<file path="config.mk">
export PLATFORM = sky130hd
export DESIGN_NAME = rtsp_message_end_finder
export DESIGN_NICKNAME = d
export VERILOG_FILES = /design/src/rtl/core/rtsp_mef_pkg.sv /design/src/rtl/core/rtsp_message_end_finder.sv
export SDC_FILE = /design/constraint.sdc
export NUM_CORES = 1
export LEC_CHECK = 0
export ABC_AREA = 1
export BUFFER_PORTS_ARGS = -buffer_cell sky130_fd_sc_hd__buf_2
export CORE_MARGIN = 2
export CORE_UTILIZATION = 45
export CTS_BUF_LIST = sky130_fd_sc_hd__clkbuf_8
export DETAILED_ROUTE_END_ITERATION = 10
export PLACE_DENSITY = 0.73
export SETUP_SLACK_MARGIN = 0.3
export SLEW_MARGIN = 40
export SYNTH_ARGS = -nofsm -noshare
export SYNTH_HDL_FRONTEND = slang
export SYNTH_SLANG_ARGS = --single-unit
export TNS_END_PERCENT = 10
</file>
<file path="constraint.sdc">
create_clock -name clk -period 12.85 [get_ports clk]
set_input_delay 3.2125 -clock clk [delete_from_list [all_inputs] [get_ports clk]]
set_output_delay 3.2125 -clock clk [all_outputs]
set_load 0.1 [all_outputs]
</file>
<file path="src/rtl/core/rtsp_mef_pkg.sv">
// Package for the RTSP message end finder: payload types, character codes,
// header name table and register map. No dependencies.
`timescale 1ns / 1ps

package rtsp_mef_pkg;

    localparam int COUNT_BITS = 24;
    localparam logic [COUNT_BITS-1:0] COUNT_MAX = {COUNT_BITS{1'b1}};

    localparam int APB_ADDR_BITS = 3;
    localparam logic REG_MAX_BODY_LENGTH = 1'b0;
    localparam logic [COUNT_BITS-1:0] MAX_BODY_LENGTH_RESET = 24'd65535;

    localparam logic [7:0] CHAR_CR    = 8'd13;
    localparam logic [7:0] CHAR_LF    = 8'd10;
    localparam logic [7:0] CHAR_COLON = 8'h3A;
    localparam logic [7:0] CHAR_SPACE = 8'h20;
    localparam logic [7:0] CHAR_TAB   = 8'h09;
    localparam logic [7:0] CHAR_ZERO  = 8'h30;
    localparam logic [7:0] CHAR_NINE  = 8'h39;

    localparam int NAME_LEN = 14;
    localparam logic [3:0] NAME_LEN_CODE = 4'd14;
    localparam logic [7:0] HDR_NAME [0:NAME_LEN-1] = '{
        8'h43, 8'h6F, 8'h6E, 8'h74, 8'h65, 8'h6E, 8'h74,
        8'h2D, 8'h4C, 8'h65, 8'h6E, 8'h67, 8'h74, 8'h68
    };

    typedef struct packed {
        logic [7:0] stream_byte;
        logic       buffer_last;
    } in_item_t;

    typedef struct packed {
        logic                  message_end;
        logic [COUNT_BITS-1:0] message_length;
        logic                  incomplete;
        logic                  length_error;
    } out_item_t;

endpackage

</file>
<file path="src/rtl/core/rtsp_message_end_finder.sv">
// RTSP message end finder: one result per stream byte.
// Result path: the accepted byte is held in the input register, then its result in the result register.
// Throughput: one byte per clock while the result side is not stalled (result_ready low holds it).
// Reset (rst_n low, async): message state cleared, max_body_length = 65535.
// Depends on rtsp_mef_pkg.
`timescale 1ns / 1ps

module rtsp_message_end_finder (
    input  logic                                    clk,
    input  logic                                    rst_n,
    input  logic                                    byte_valid,
    output logic                                    byte_ready,
    input  rtsp_mef_pkg::in_item_t                  byte_data,
    output logic                                    result_valid,
    input  logic                                    result_ready,
    output rtsp_mef_pkg::out_item_t                 result_data,
    input  logic                                    psel,
    input  logic                                    penable,
    input  logic                                    pwrite,
    input  logic [rtsp_mef_pkg::APB_ADDR_BITS-1:0]  paddr,
    input  logic [31:0]                             pwdata,
    output logic [31:0]                             prdata,
    output logic                                    pready
);
    import rtsp_mef_pkg::*;

    typedef enum logic [2:0] {
        PH_HDR,
        PH_SKIP,
        PH_DIGITS,
        PH_BODY
    } phase_t;

    localparam logic [1:0] CRLF_NONE   = 2'd0;
    localparam logic [1:0] CRLF_CR     = 2'd1;
    localparam logic [1:0] CRLF_CRLF   = 2'd2;
    localparam logic [1:0] CRLF_CRLFCR = 2'd3;

    logic [COUNT_BITS-1:0] max_len_reg;

    logic                  s1_valid_reg;
    in_item_t              s1_data_reg;
    logic                  res_valid_reg;
    out_item_t             res_data_reg;

    phase_t                phase_reg, phase_next;
    logic [3:0]            name_pos_reg, name_pos_next;
    logic [1:0]            crlf_reg, crlf_next;
    logic [COUNT_BITS-1:0] accum_reg, accum_next;
    logic [COUNT_BITS-1:0] remain_reg, remain_next;
    logic [COUNT_BITS-1:0] count_reg, count_next;
    logic                  present_reg, present_next;

    logic                  out_free;
    logic                  advance;
    out_item_t             res_next;

    logic [7:0]            b;
    logic                  last;
    logic                  is_digit;
    logic [3:0]            digit;
    logic [COUNT_BITS+3:0] accum_mul;
    logic [COUNT_BITS-1:0] eff_len;
    logic                  blank;
    logic                  msg_end;

    // APB register
    assign pready = 1'b1;
    assign prdata = {{(32-COUNT_BITS){1'b0}}, max_len_reg};

    always_ff @(posedge clk or negedge rst_n)
    begin
        if (!rst_n)
        begin
            max_len_reg <= MAX_BODY_LENGTH_RESET;
        end
        else if (psel && penable && pwrite && pready
                 && (paddr[APB_ADDR_BITS-1] == REG_MAX_BODY_LENGTH))
        begin
            max_len_reg <= pwdata[COUNT_BITS-1:0];
        end
    end

    // handshake
    assign out_free     = !res_valid_reg || result_ready;
    assign advance      = s1_valid_reg && out_free;
    assign byte_ready   = !s1_valid_reg || out_free;
    assign result_valid = res_valid_reg;
    assign result_data  = res_data_reg;

    assign b         = s1_data_reg.stream_byte;
    assign last      = s1_data_reg.buffer_last;
    assign is_digit  = (b >= CHAR_ZERO) && (b <= CHAR_NINE);
    assign digit     = 4'(b - CHAR_ZERO);
    assign accum_mul = ({4'b0, accum_reg} << 3) + ({4'b0, accum_reg} << 1)
                       + {{COUNT_BITS{1'b0}}, digit};

    always_comb
    begin
        phase_next    = phase_reg;
        name_pos_next = name_pos_reg;
        crlf_next     = crlf_reg;
        accum_next    = accum_reg;
        remain_next   = remain_reg;
        present_next  = present_reg;
        blank         = 1'b0;
        msg_end       = 1'b0;
        eff_len       = '0;

        count_next = (count_reg == COUNT_MAX) ? COUNT_MAX : count_reg + 1'b1;

        if (phase_reg == PH_BODY)
        begin
            if (remain_reg != '0)
            begin
                remain_next = remain_reg - 1'b1;
            end
            msg_end = (remain_next == '0);
        end
        else
        begin
            // blank line tracking
            if (b == CHAR_CR)
            begin
                crlf_next = (crlf_reg == CRLF_CRLF) ? CRLF_CRLFCR : CRLF_CR;
            end
            else if (b == CHAR_LF)
            begin
                if (crlf_reg == CRLF_CRLFCR)
                begin
                    crlf_next = CRLF_NONE;
                    blank     = 1'b1;
                end
                else
                begin
                    crlf_next = (crlf_reg == CRLF_CR) ? CRLF_CRLF : CRLF_NONE;
                end
            end
            else
            begin
                crlf_next = CRLF_NONE;
            end

            case (phase_reg)
                PH_HDR:
                begin
                    if (!present_reg)
                    begin
                        if (b == HDR_NAME[name_pos_reg])
                        begin
                            name_pos_next = name_pos_reg + 1'b1;
                        end
                        else
                        begin
                            name_pos_next = (b == HDR_NAME[0]) ? 4'd1 : 4'd0;
                        end
                        if (name_pos_next == NAME_LEN_CODE)
                        begin
                            name_pos_next = '0;
                            phase_next    = PH_SKIP;
                        end
                    end
                end
                PH_SKIP:
                begin
                    if (is_digit)
                    begin
                        accum_next = {{(COUNT_BITS-4){1'b0}}, digit};
                        phase_next = PH_DIGITS;
                    end
                    else if (b != CHAR_COLON && b != CHAR_SPACE && b != CHAR_TAB)
                    begin
                        phase_next = PH_HDR;
                    end
                end
                PH_DIGITS:
                begin
                    if (is_digit)
                    begin
                        accum_next = (accum_mul[COUNT_BITS+3:COUNT_BITS] != '0)
                                     ? COUNT_MAX : accum_mul[COUNT_BITS-1:0];
                    end
                    else
                    begin
                        present_next = 1'b1;
                        phase_next   = PH_HDR;
                    end
                end
                default:
                begin
                    phase_next = PH_HDR;
                end
            endcase

            if (blank)
            begin
                eff_len = (accum_next > max_len_reg) ? max_len_reg : accum_next;
                if (present_next && eff_len != '0)
                begin
                    phase_next  = PH_BODY;
                    remain_next = eff_len;
                end
                else
                begin
                    msg_end = 1'b1;
                end
            end
        end

        res_next.message_end    = msg_end;
        res_next.message_length = count_next;
        res_next.incomplete     = last && !msg_end;
        res_next.length_error   = (accum_next > max_len_reg) || (count_next == COUNT_MAX);

        if (msg_end || last)
        begin
            phase_next    = PH_HDR;
            name_pos_next = '0;
            crlf_next     = CRLF_NONE;
            accum_next    = '0;
            remain_next   = '0;
            count_next    = '0;
            present_next  = 1'b0;
        end
    end

    always_ff @(posedge clk or negedge rst_n)
    begin
        if (!rst_n)
        begin
            s1_valid_reg  <= 1'b0;
            res_valid_reg <= 1'b0;
            phase_reg     <= PH_HDR;
            name_pos_reg  <= '0;
            crlf_reg      <= CRLF_NONE;
            accum_reg     <= '0;
            remain_reg    <= '0;
            count_reg     <= '0;
            present_reg   <= 1'b0;
        end
        else
        begin
            if (byte_ready)
            begin
                s1_valid_reg <= byte_valid;
            end
            if (out_free)
            begin
                res_valid_reg <= s1_valid_reg;
            end
            if (advance)
            begin
                phase_reg    <= phase_next;
                name_pos_reg <= name_pos_next;
                crlf_reg     <= crlf_next;
                accum_reg    <= accum_next;
                remain_reg   <= remain_next;
                count_reg    <= count_next;
                present_reg  <= present_next;
            end
        end
    end

    always_ff @(posedge clk)
    begin
        if (byte_valid && byte_ready)
        begin
            s1_data_reg <= byte_data;
        end
        if (advance)
        begin
            res_data_reg <= res_next;
        end
    end

endmodule

</file>
==> report_table.html <==
<table>
<tr><th>Metric</th><th>Value</th></tr>
<tr><th colspan="2">Synth</th></tr>
<tr><td>Yosys warns</td><td>0</td></tr>
<tr><td>Post-synthesis register bit count</td><td>144</td></tr>
<tr><td>Most used DFF post-synth</td><td>sky130_fd_sc_hd__dfrtp_1</td></tr>
<tr><td>Avg Inst Size Synth</td><td>7.01 µm²</td></tr>
<tr><td>Sequential cell area fraction in the yosys report</td><td>31.8%</td></tr>
<tr><td>Number of synthesized flops with an enable pin</td><td>36</td></tr>
<tr><td>Netlist area before placement</td><td>0.0119 mm²</td></tr>
<tr><td>Fraction of registers with async set/reset</td><td>between 70% and 80%</td></tr>
<tr><td>Number of unique standard cell types used by synthesis</td><td>57</td></tr>
<tr><td>Post-synthesis instance total</td><td>between 1,500 and 2,000</td></tr>
<tr><th colspan="2">Global routing</th></tr>
<tr><td>Remaining global-route overflow</td><td>0</td></tr>
<tr><td>Number of global-route vias before repair</td><td>10,746</td></tr>
<tr><td>Maximum number of pins on one net before global-route repair</td><td>76</td></tr>
<tr><td>Antenna violations before repair</td><td>1</td></tr>
<tr><td>Wire length of the first global-routing pass</td><td>approximately 52 mm</td></tr>
<tr><td>GRT Overall Usage</td><td>22.5%</td></tr>
<tr><th colspan="2">Layout</th></tr>
<tr><td>Area occupied by registers</td><td>roughly 0.0038 mm²</td></tr>
<tr><td>Layout net count</td><td>just under 2,000</td></tr>
<tr><td>Footprint of the multi-input gates</td><td>0.00693 mm²</td></tr>
<tr><td>Antenna Cells</td><td>0</td></tr>
<tr><td>Area overhead of the layout relative to synthesis</td><td>8.53%</td></tr>
<tr><td>Most common cell after layout, fill and taps aside</td><td>sky130_fd_sc_hd__nand2_1</td></tr>
<tr><td>Ratio of cells with drive above 1 in the final layout</td><td>11.5%</td></tr>
<tr><td>Most frequent cells in the layout</td><td>sky130_fd_sc_hd__nand2_1 (440), sky130_fd_sc_hd__inv_1 (229), sky130_fd_sc_hd__nor2_1 (168), sky130_fd_sc_hd__nand3_1 (141), sky130_fd_sc_hd__ha_1 (105)</td></tr>
<tr><td># fillers</td><td>~2,600</td></tr>
<tr><td>End-of-flow core utilization</td><td>49.7%</td></tr>
<tr><td>Number of flip-flops under the largest register name</td><td>27</td></tr>
<tr><th colspan="2">CTS</th></tr>
<tr><td>Number of post-CTS setup repair buffers</td><td>0</td></tr>
<tr><td>CTS sink cnt</td><td>144</td></tr>
<tr><td>Clock Pin Slew Worst Setup and Hold Paths</td><td>0.10 ns</td></tr>
<tr><td>Clock tree from TritonCTS</td><td>done</td></tr>
<tr><td>Buffers from clock root to sink, at most</td><td>2</td></tr>
<tr><td>Number of buffers inserted by hold repair at cts</td><td>0</td></tr>
<tr><td>H-Tree Depth</td><td>4</td></tr>
<tr><td>CTS-repair resized insts</td><td>0</td></tr>
<tr><td>Number of clock buffers inserted by TritonCTS</td><td>17</td></tr>
<tr><td>Skew-Pair Late Insertion Delay</td><td>0.48 ns</td></tr>
<tr><td>Root Buffer</td><td>sky130_fd_sc_hd__clkbuf_8</td></tr>
<tr><th colspan="2">STA</th></tr>
<tr><td>Hold Violations, Final</td><td>0</td></tr>
<tr><td>Hold slack final</td><td>0.503 ns</td></tr>
<tr><td>Maximum clock skew at final layout</td><td>0.0182 ns</td></tr>
<tr><td>Fmax achieved</td><td>131 MHz</td></tr>
<tr><td>Fin crit share</td><td>59.5%</td></tr>
<tr><td>Fin Setup TNS</td><td>0 ns</td></tr>
<tr><td>Time the worst path needs with I/O delays and setup</td><td>7.64 ns</td></tr>
<tr><td>Final setup violation count</td><td>0</td></tr>
<tr><td>Slew headroom</td><td>45.2%</td></tr>
<tr><td>Setup repair after global routing missed its margin</td><td>false</td></tr>
<tr><td>Transition at the pin with the smallest max-transition slack</td><td>0.801 ns</td></tr>
<tr><td>Final number of max-transition violations</td><td>0</td></tr>
<tr><th colspan="2">Power</th></tr>
<tr><td>Switching Power</td><td>0.000533 W</td></tr>
<tr><td>Switching power share of the total</td><td>43.0%</td></tr>
<tr><td>Portion of total power attributed to sequential cells</td><td>42.3%</td></tr>
<tr><td>Logic pwr share</td><td>28.3%</td></tr>
<tr><td>Fraction of power consumed by the clock network</td><td>29.4%</td></tr>
<tr><td>Reported leakage power</td><td>7.06 nW</td></tr>
<tr><td>Power Density</td><td>between 90 and 100 mW/mm²</td></tr>
<tr><td>Peak supply drop</td><td>0.113 mV</td></tr>
<tr><td>Internal power consumption</td><td>0.000706 W</td></tr>
<tr><th colspan="2">Placement</th></tr>
<tr><td>HPWL after DPL</td><td>approximately 24 mm</td></tr>
<tr><td>Global placement routability congestion</td><td>0.894</td></tr>
<tr><td>Count of buffers inserted at the top-level ports</td><td>93</td></tr>
<tr><th colspan="2">Floorplan</th></tr>
<tr><td>Core Area</td><td>0.0261 mm²</td></tr>
<tr><td>Floorplan die area</td><td>between 0.02 and 0.03 mm²</td></tr>
<tr><td>Die width</td><td>167 µm</td></tr>
<tr><td>Number of rows created at floorplan</td><td>59</td></tr>
<tr><td>Starting utilization of the core area</td><td>45.8%</td></tr>
<tr><td>I/O pin total</td><td>113</td></tr>
<tr><td>Vertical extent of the die</td><td>167 µm</td></tr>
<tr><th colspan="2">Drt</th></tr>
<tr><td>Highest Signal Layer</td><td>met5</td></tr>
<tr><td>Ratio of routed vias to standard cells</td><td>5.31</td></tr>
<tr><td>Routed wire length on met2</td><td>13.8 mm</td></tr>
<tr><td>M1 WL</td><td>14.1 mm</td></tr>
<tr><td>Average wire length per cell after detail routing</td><td>around 15 µm</td></tr>
<tr><td>DRC violation count after routing</td><td>0</td></tr>
<tr><td>Count of TritonRoute iterations in the first routing pass</td><td>5</td></tr>
<tr><td>Number of nets still failing antenna checks after routing</td><td>0</td></tr>
<tr><td>Routed via count</td><td>between 10,000 and 15,000</td></tr>
<tr><td>Length of routed met3 wiring</td><td>about 1.9 mm</td></tr>
<tr><td>1st-iter DRT viols</td><td>767</td></tr>
<tr><td>WL final</td><td>30.8 mm</td></tr>
<tr><th colspan="2">Critical path</th></tr>
<tr><td>Arr. time, crit path</td><td>8.02 ns</td></tr>
<tr><td>Maximum net fanout on the critical path</td><td>74</td></tr>
<tr><td>Crit. Startpoint</td><td>b[3]</td></tr>
<tr><td>Most used cell along the critical path</td><td>sky130_fd_sc_hd__nand2_1</td></tr>
<tr><td>Critical path's slowest cell</td><td>sky130_fd_sc_hd__nor4_1</td></tr>
<tr><td>Classification of the worst setup path</td><td>register to register</td></tr>
<tr><td>R2R Path Start</td><td>b[3]</td></tr>
<tr><td>Critical path required time</td><td>between 10 and 15 ns</td></tr>
<tr><td>Critical path endpoint category</td><td>register</td></tr>
<tr><td>R2R cell count</td><td>36</td></tr>
<tr><td>Maximum single-stage delay on the critical path</td><td>0.62 ns</td></tr>
<tr><td>Worst Setup Start Kind</td><td>register</td></tr>
<tr><th colspan="2">Status</th></tr>
<tr><td>Result of the run</td><td>complete, no violations</td></tr>
<tr><th colspan="2">Worst hold path</th></tr>
<tr><td>Number of stages on the worst hold path</td><td>2</td></tr>
<tr><td>Type of the worst min-delay path</td><td>register to register</td></tr>
<tr><td>Min-Delay Startpoint</td><td>remain_reg[0]</td></tr>
<tr><th colspan="2">Run</th></tr>
<tr><td>Max-cap viol count</td><td>0</td></tr>
</table>
-- cell usage after synthesis (14+ instances only) --
library cell / instances / share of area [%]
sky130_fd_sc_hd__nand2_1: 441 / 14
sky130_fd_sc_hd__inv_1: 229 / 7.2
sky130_fd_sc_hd__nor2_1: 169 / 5.3
sky130_fd_sc_hd__nand3_1: 141 / 5.9
sky130_fd_sc_hd__ha_1: 105 / 11
sky130_fd_sc_hd__dfrtp_1: 92 / 19
sky130_fd_sc_hd__a21oi_1: 79 / 3.3
sky130_fd_sc_hd__o21ai_1: 68 / 2.8
sky130_fd_sc_hd__o21ai_0: 51 / 2.1
sky130_fd_sc_hd__xor2_1: 39 / 2.9
sky130_fd_sc_hd__edfxtp_1: 36 / 9.1
sky130_fd_sc_hd__nand4_1: 35 / 1.8
sky130_fd_sc_hd__nor3_1: 33 / 1.4
sky130_fd_sc_hd__clkbuf_1: 21 / 0.66
sky130_fd_sc_hd__dfstp_2: 16 / 3.5
sky130_fd_sc_hd__nand2_2: 16 / 0.84
sky130_fd_sc_hd__xnor2_1: 14 / 1.0
-- cell type report --
class                           instances  area share (%)
Inverter                              235            6.81
Sequential cell                       144            29.3
Tap cell                              335            3.23
Multi-Input combinational cell       1276            53.5
Timing Repair Buffer                  102            4.16
Clock inverter                         15            1.17
Clock buffer                           17            1.81
-- path summary, 6_finish.rpt --
kind / end / slack (ns)
max in group asynchronous: count_reg[5] / 9.06
hold reg to reg: remain_reg[0] / 0.50
hold / removal: remain_reg[0] / 0.50
min in group asynchronous: accum_reg[23] / 2.70
setup / recovery: remain_reg[3] / 5.21
setup reg to reg: remain_reg[3] / 5.21
-- power by group through the flow --
| stage | clock (W) | combinational, W | sequential, W |
|---|---|---|---|
| 2_1_floorplan | 0 | 0.000108 | 0.000709 |
| 3_3_place_gp | 0 | 0.000345 | 0.000532 |
| 3_5_place_dp | 0 | 0.000349 | 0.000533 |
| 4_1_cts | 0.000371 | 0.000350 | 0.000524 |
| 5_1_grt | 0.000389 | 0.000370 | 0.000528 |
| 6_report | 0.000364 | 0.000351 | 0.000524 |
-- metal layers --
metal | vias up | global-route usage [%]
li1 | 5712 | -
met1 | 5150 | 29.8
met2 | 355 | 36.6
met3 | 64 | 4.16
met4 | 2 | 8.51
met5 | - | 0
-- logic make-up after synthesis --
logic type / Yosys count / share of synthesized area (%)
AND/OR/NAND/NOR: 881 / 32.2
buffers and inverters: 292 / 10.5
AO/OA/AOI/OAI: 225 / 10.0
flip-flops: 144 / 31.8
adder cells (fa/ha/maj): 107 / 11.3
XOR/XNOR: 53 / 3.89
other: 2 / 0.0629
multiplexers: 1 / 0.0943
-- stage by stage --
stage	setup slack, ns	area (µm²)	instances	total power (W)
global route	4.51	13000	2124	0.00129
global placement	4.61	12600	2092	0.000877
CTS	4.46	13000	2124	0.00125
detailed placement	4.53	12600	2092	0.000882
finish	5.21	13000	2124	0.00124
floorplan	5.60	12000	1712	0.000817
-- worst max-delay path: cells and delay by family, from the launching register on --
kind            cells  cell delay, ns
compound gates      3            0.72
fa+ha+maj           3            1.31
buf+inv             6            1.72
flops               1            0.48
simple gates       24            3.24
Note: power is estimated with default switching activity, not from simulation.
